File: config.mk
export PLATFORM = sky130hd
export DESIGN_NAME = icf_ctrl
export DESIGN_NICKNAME = d
export VERILOG_FILES = /design/src/rtl/core/icf_pkg.sv /design/src/rtl/core/icf_ctrl.sv
export SDC_FILE = /design/constraint.sdc
export NUM_CORES = 1
export LEC_CHECK = 0
export BUFFER_PORTS_ARGS = -buffer_cell sky130_fd_sc_hd__buf_2
export CORE_AREA = 2 2 39 41
export CTS_BUF_LIST = sky130_fd_sc_hd__clkbuf_16
export DETAILED_ROUTE_END_ITERATION = 10
export DIE_AREA = 0 0 41 43
export GPL_TIMING_DRIVEN = 0
export PLACE_DENSITY = 0.54
export SYNTH_ARGS = -nofsm -noshare
export SYNTH_HDL_FRONTEND = slang
export SYNTH_SLANG_ARGS = --single-unit
File: constraint.sdc
create_clock -name clk -period 1.45 [get_ports clk]
set_input_delay 0.0725 -clock clk [delete_from_list [all_inputs] [get_ports clk]]
set_output_delay 0.0725 -clock clk [all_outputs]
set_load 0.05 [all_outputs]
File: src/rtl/core/icf_pkg.sv
// ----------------------------------------------------------------------------
// icf_pkg
// Shared types and constants for the Fenwick tree inversion counter.
// ----------------------------------------------------------------------------
package icf_pkg;

    localparam int MAX_VALUE = 1023;

    localparam int VALUE_W = 10;                      // value field
    localparam int COUNT_W = 32;                      // tree counts, item counter
    localparam int TOTAL_W = 63;                      // inversion total

    localparam int DEPTH   = MAX_VALUE + 1;           // tree entries 0..MAX_VALUE
    localparam int IDX_W   = $clog2(DEPTH);
    localparam int POS_W   = IDX_W + 1;               // walk position, may step past MAX_VALUE
    localparam int EPOCH_W = 8;                       // sequence tag kept with each entry
    localparam int WORD_W  = EPOCH_W + COUNT_W;

    typedef enum logic [2:0] {
        ST_CLEAR,
        ST_IDLE,
        ST_CHECK,
        ST_QUERY,
        ST_DIFF,
        ST_UPDATE,
        ST_FINISH
    } state_t;

    typedef struct packed {
        logic take;        // capture request, apply restart
        logic clr_step;    // write one zero entry of the clearing pass
        logic q_init;      // start prefix walk at value-1
        logic q_run;       // prefix walk step
        logic diff;        // form item count minus prefix, start update walk
        logic u_run;       // update walk step
        logic finish;      // load result, commit counters
    } cmd_t;

    typedef struct packed {
        logic wrap;        // restart at last epoch: clearing pass needed
        logic clr_last;
        logic bad;
        logic q_done;
        logic u_done;
    } status_t;

endpackage

File: src/rtl/core/icf_ctrl.sv
// ----------------------------------------------------------------------------
// icf_ctrl
// Sequencer: clearing pass, prefix walk, update walk and result handoff.
// ----------------------------------------------------------------------------
module icf_ctrl
    import icf_pkg::*;
(
    input  logic    clk,
    input  logic    rst_n,
    input  logic    in_valid,
    output logic    in_ready,
    output logic    out_valid,
    input  logic    out_ready,
    input  status_t sts,
    output cmd_t    cmd
);

    state_t state_reg, state_next;
    logic   pend_reg,  pend_next;       // clearing pass belongs to a held request
    logic   out_valid_reg, out_valid_next;
    logic   slot_free;

    assign in_ready  = (state_reg == ST_IDLE);
    assign out_valid = out_valid_reg;
    assign slot_free = !out_valid_reg || out_ready;

    always_ff @(posedge clk or negedge rst_n)
    begin
        if (!rst_n)
        begin
            state_reg     <= ST_CLEAR;
            pend_reg      <= 1'b0;
            out_valid_reg <= 1'b0;
        end
        else
        begin
            state_reg     <= state_next;
            pend_reg      <= pend_next;
            out_valid_reg <= out_valid_next;
        end
    end

    always_comb
    begin
        state_next     = state_reg;
        pend_next      = pend_reg;
        out_valid_next = out_valid_reg && !out_ready;
        cmd            = '0;

        unique case (state_reg)
            ST_CLEAR:
            begin
                cmd.clr_step = 1'b1;
                if (sts.clr_last)
                begin
                    state_next = pend_reg ? ST_CHECK : ST_IDLE;
                    pend_next  = 1'b0;
                end
            end
            ST_IDLE:
            begin
                if (in_valid)
                begin
                    cmd.take = 1'b1;
                    if (sts.wrap)
                    begin
                        state_next = ST_CLEAR;
                        pend_next  = 1'b1;
                    end
                    else
                    begin
                        state_next = ST_CHECK;
                    end
                end
            end
            ST_CHECK:
            begin
                if (sts.bad)
                begin
                    state_next = ST_FINISH;
                end
                else
                begin
                    cmd.q_init = 1'b1;
                    state_next = ST_QUERY;
                end
            end
            ST_QUERY:
            begin
                cmd.q_run = 1'b1;
                if (sts.q_done)
                begin
                    state_next = ST_DIFF;
                end
            end
            ST_DIFF:
            begin
                cmd.diff   = 1'b1;
                state_next = ST_UPDATE;
            end
            ST_UPDATE:
            begin
                cmd.u_run = 1'b1;
                if (sts.u_done)
                begin
                    state_next = ST_FINISH;
                end
            end
            ST_FINISH:
            begin
                if (slot_free)
                begin
                    cmd.finish     = 1'b1;
                    out_valid_next = 1'b1;
                    state_next     = ST_IDLE;
                end
            end
            default:
            begin
                state_next = ST_IDLE;
            end
        endcase
    end

endmodule

# Word level (Yosys, flattened, before mapping)
# Index checks and enable logic that the tools add are counted.
[op_classes]
n_lt_le_gt_ge = 0
n_div = 0
reduce_logical = 8
n_addsub = 0
shifts = 0
n_mux = 25
n_mul = 0
n_eq_ne = 12
n_bitwise = 0
[op_table]
columns = ["op", "count"]
rows = [
  ["3-bit case mux with 7 select lines", 1],
  ["3-bit 2-to-1 mux", 6],
  ["1-bit 2-to-1 mux", 15],
  ["2-bit inequality test, second input constant", 5],
  ["3-bit equality test, second input constant", 3],
  ["3-bit by 2-bit equality test with 1-bit output, second input constant", 2],
  ["5-bit AND reduction", 1],
  ["2-bit 2-to-1 mux", 2],
  ["4-bit AND reduction", 1],
  ["3-bit by 1-bit equality test with 1-bit output, second input constant", 1],
  ["3-bit logical NOT", 1],
  ["1-bit logical NOT", 2],
  ["2-bit by 1-bit inequality test with 1-bit output, second input constant", 1],
  ["1-bit case mux with 2 select lines", 1],
  ["2-bit nonzero test", 1],
  ["1-bit logical AND", 1],
  ["1-bit logical OR", 1],
]
[word_totals]
mem_count = 0
latch_bits = 0
regBits = 5
mem_bits_ro = 0
ramBits = 0

# Depth between registers and ports, before layout
[depth]
ltp_word = 4
depth_mapped = 5

# Least setup slack after synthesis
# No wires, ideal clock.
[synth_path]
kind = "reg-to-output"
start = "register out_valid_reg (netlist: out_valid)"
end = "output port cmd[0] in the netlist's numbering"
slack_ns = -0.575
t_arrival_ns = 1.952
t_required_ns = 1.378
path_stages_with_launch = 3
path_buffers = 0
path_cell_list = "dfrtp_1 nand2b_1 nor3b_1"
[synth_lines]
columns = ["item", "line_no", "text"]
rows = [
  ["start: declaration", "icf_ctrl.sv:20", "logic out_valid_reg, out_valid_next;"],
  ["start signal: assignment", "icf_ctrl.sv:39", "out_valid_reg <= out_valid_next;"],
  ["end: declaration", "icf_ctrl.sv:15", "output cmd_t cmd"],
]

# Final worst setup path
[layout_path]
start = "register state_reg[2]"
end = "register state_reg[0]"
[layout_between]
elab_chain_cells = 3
[layout_rtl]
columns = ["item", "line_no", "text"]
rows = [
  ["start: declaration", "icf_ctrl.sv:18", "state_t state_reg, state_next;"],
  ["start signal: assignment", "icf_ctrl.sv:37", "state_reg <= state_next;"],
  ["3-bit equality test, or another cell as far along", "icf_ctrl.sv:50", "unique case (state_reg)"],
  ["2-bit inequality test (no line)", "--", ""],
  ["5-bit AND reduction (no line)", "--", ""],
]
# Parallel ways exist; a longest one is shown, timed or not.
# A chain may end at the register's enable or synchronous reset.

==> reports/results.ini <==
[global_routing]
antenna_found_initial=0
grtUsageMet3=0.03141
busiest_layer=met1
grt_pass1_wl_um=1545
grt_max_degree=11
grt_pass1_vias=369
grt_use_total=0.1317
overflow=0
grt_use_met1=0.1806
use_met2=0.1781

[place]
portBuffers=17
detailedPlace.worstSlack_ns=0.007789
hpwl_um=725.7
place.gp.congestion=0.7398

[job]
maxCapViolations=0

[finish]
largest_register_ffs=3
layout_commonest_cell=buf_2
fin_nets=82
area_growth_pct=65.02
drive_above_1_share=0.4861
multi_input_area_um2=267.8
filler_cell_count=145
antenna-diode-count=0
final_cell_mix=buf_2, buf_4
register_area_um2=126.4

[clocking]
clkLatencyLatePin_ns=0.23
cts-root-buf=clkbuf_16
numClockSinks=5
cts_buffers=3
clk_pin_slew_ns=0.03
cts_tree=built
cts.path.max_buffers=2
htree_levels=1

[sta]
fin_crit_ns=1.447
fin_crit_sh=0.9979
max_freq_mhz=691.1
slew_headroom=0.8232
fin_worst_skew_ns=0.0001229
tightest_slew_ns=0.2579
fin_ws_ns=0.003033
rsz0062_at_grt=yes
final-max-slew-violation-count=0
setup_violations=0
tns_ns=0
finalHoldViolations=0

[logic_synthesis]
syn_area_per_cell_um2=8.420
syn-instance-count=48
synth_fa_ha_area_frac=0
yosysTopAreaCell=dfrtp_1
synth-edff-count=0
yosysWarnings=0
synthTopCellsByArea=dfrtp_1, a211oi_4, mux2i_1
syn_nets=57
synth-seq-area-share=0.3096
synth-main-ff-cell=dfrtp_1
synth-simple-area-share=0.3220
yosysUniqueCellTypes=24
synth-compound-area-share=0.2353
async_flop_share=1.000
ys_ff_latch=5
synth_mux_area_frac=0.04954
synth_xor_area_frac=0
synth_area_um2=404.1
synth_top_cell_area_share=0.3096
synth_top_family_by_area=simple AND/OR/NAND/NOR gates

[floorplanning]
fp.dieH_um=43
io_pins=18
start_util=0.2920
dieWidth_um=41
rows=14
dieArea_um2=1763
core_area_um2=1384

[worst_setup_path]
crit_arrival_ns=1.59
cpPeakStageDelay_ns=0.37
r2r-start=state_reg[2]
crit_path_max_fanout=8
startpoint=state_reg[2]
critPathLaunchType=flop
cp.required_ns=1.59
crit_slowest_cell=dfrtp_1
cp-end-kind=flop
critical_path_class=reg -> reg
crit_path_cell_trace=buf_6, and4bb_2, a211oi_4, buf_4, nor2_1, a31oi_1

[routing]
postRouteAntennaNets=0
wl_um=1034
viasPerCell=4.955
dr.pass1.iters=4
wl_per_cell_um=11.75
drt_iter0_markers=3
drc_errors=0
vias=436

[pwr]
power.static_leakage_nw=0.3273
powerDensity_nw_per_um2=2796
vdd_drop_max_uv=1020

[hold_path]
min-delay-start=sts[4]
hold_path.class=in -> reg

[run_status]
status=finished clean

## layer usage
metal	vias up	routed length, um
met5	-	0
met4	0	21
met3	2	49
met2	13	479
met1	203	484
li1	218	-
## final timing paths
path                           endpoint  slack, ns  depth (start not counted)
max in group asynchronous  state_reg[1]       1.12                          2
hold / removal                 pend_reg       0.16                          3
hold reg to reg               out_valid       0.60                          2
setup / recovery           state_reg[0]      0.003                          6
setup reg to reg           state_reg[0]      0.003                          6
min in group asynchronous     out_valid       0.19                          2
## stage by stage
stage	utilization	power (W)	hold WS, ns	cell area, um^2	cells
detailed placement	0.3788	0.001281	-0.1104	524.3	81
CTS	0.4584	0.001784	0.1610	634.4	86
global placement	0.3788	0.001278	-0.1074	524.3	81
finish	0.4819	0.001865	0.1596	666.9	88
floorplan	-	0.001084	-0.2231	419.2	48
global route	0.4819	0.001969	0.1901	666.9	88
## power breakdown
part | internal [W] | total [W] | switching (W)
clock network | 0.000357 | 0.000448 | 0.0000906
registers | 0.000207 | 0.000263 | 0.0000552
logic | 0.000441 | 0.00115 | 0.000714
total | 0.00100 | 0.00186 | 0.000860
## repair_timing
action | 4_1_cts | 5_1_grt
gates resized for setup | 9 | 9
hold endpoints to repair | 5 | 0
pin swaps | 0 | 2
hold buffers | 1 | 0
buffers inserted | 0 | 2
setup endpoints to repair | 7 | 8
## critical path: cells and delay by family (launching register included)
family,cells,cell delay [ns]
AO/OA/AOI/OAI,2,0.42
AND/OR/NAND/NOR,2,0.26
buffers and inverters,2,0.30
flip-flops,1,0.37
## synth_stat cells (2+ instances only)
cell	n
clkbuf_1	2
mux2i_1	2
nand2b_1	2
nor3_1	3
dfrtp_1	5
o21ai_0	4
inv_1	2
a21oi_1	2
nand2_1	4
and3_1	3
nor2_1	5
a31oi_1	2
## cells by family (layout without fill, tap and decap cells)
family | after synthesis | in the layout
AND/OR/NAND/NOR | 22 | 22
AO/OA/AOI/OAI | 13 | 13
buffers and inverters | 6 | 30
flip-flops | 5 | 5
multiplexers | 2 | 2
## area by class of cell
class / count / share of cell area
clock buffers: 3 / 0.1126
repair buffers: 20 / 0.1970
inverters: 2 / 0.01126
clock inverters: 1 / 0.005629
multi-input cells: 37 / 0.4015
well taps: 16 / 0.03002
flip-flops and latches: 5 / 0.1895
plain buffers: 4 / 0.05253
Note: power is estimated with default switching activity, not from simulation.
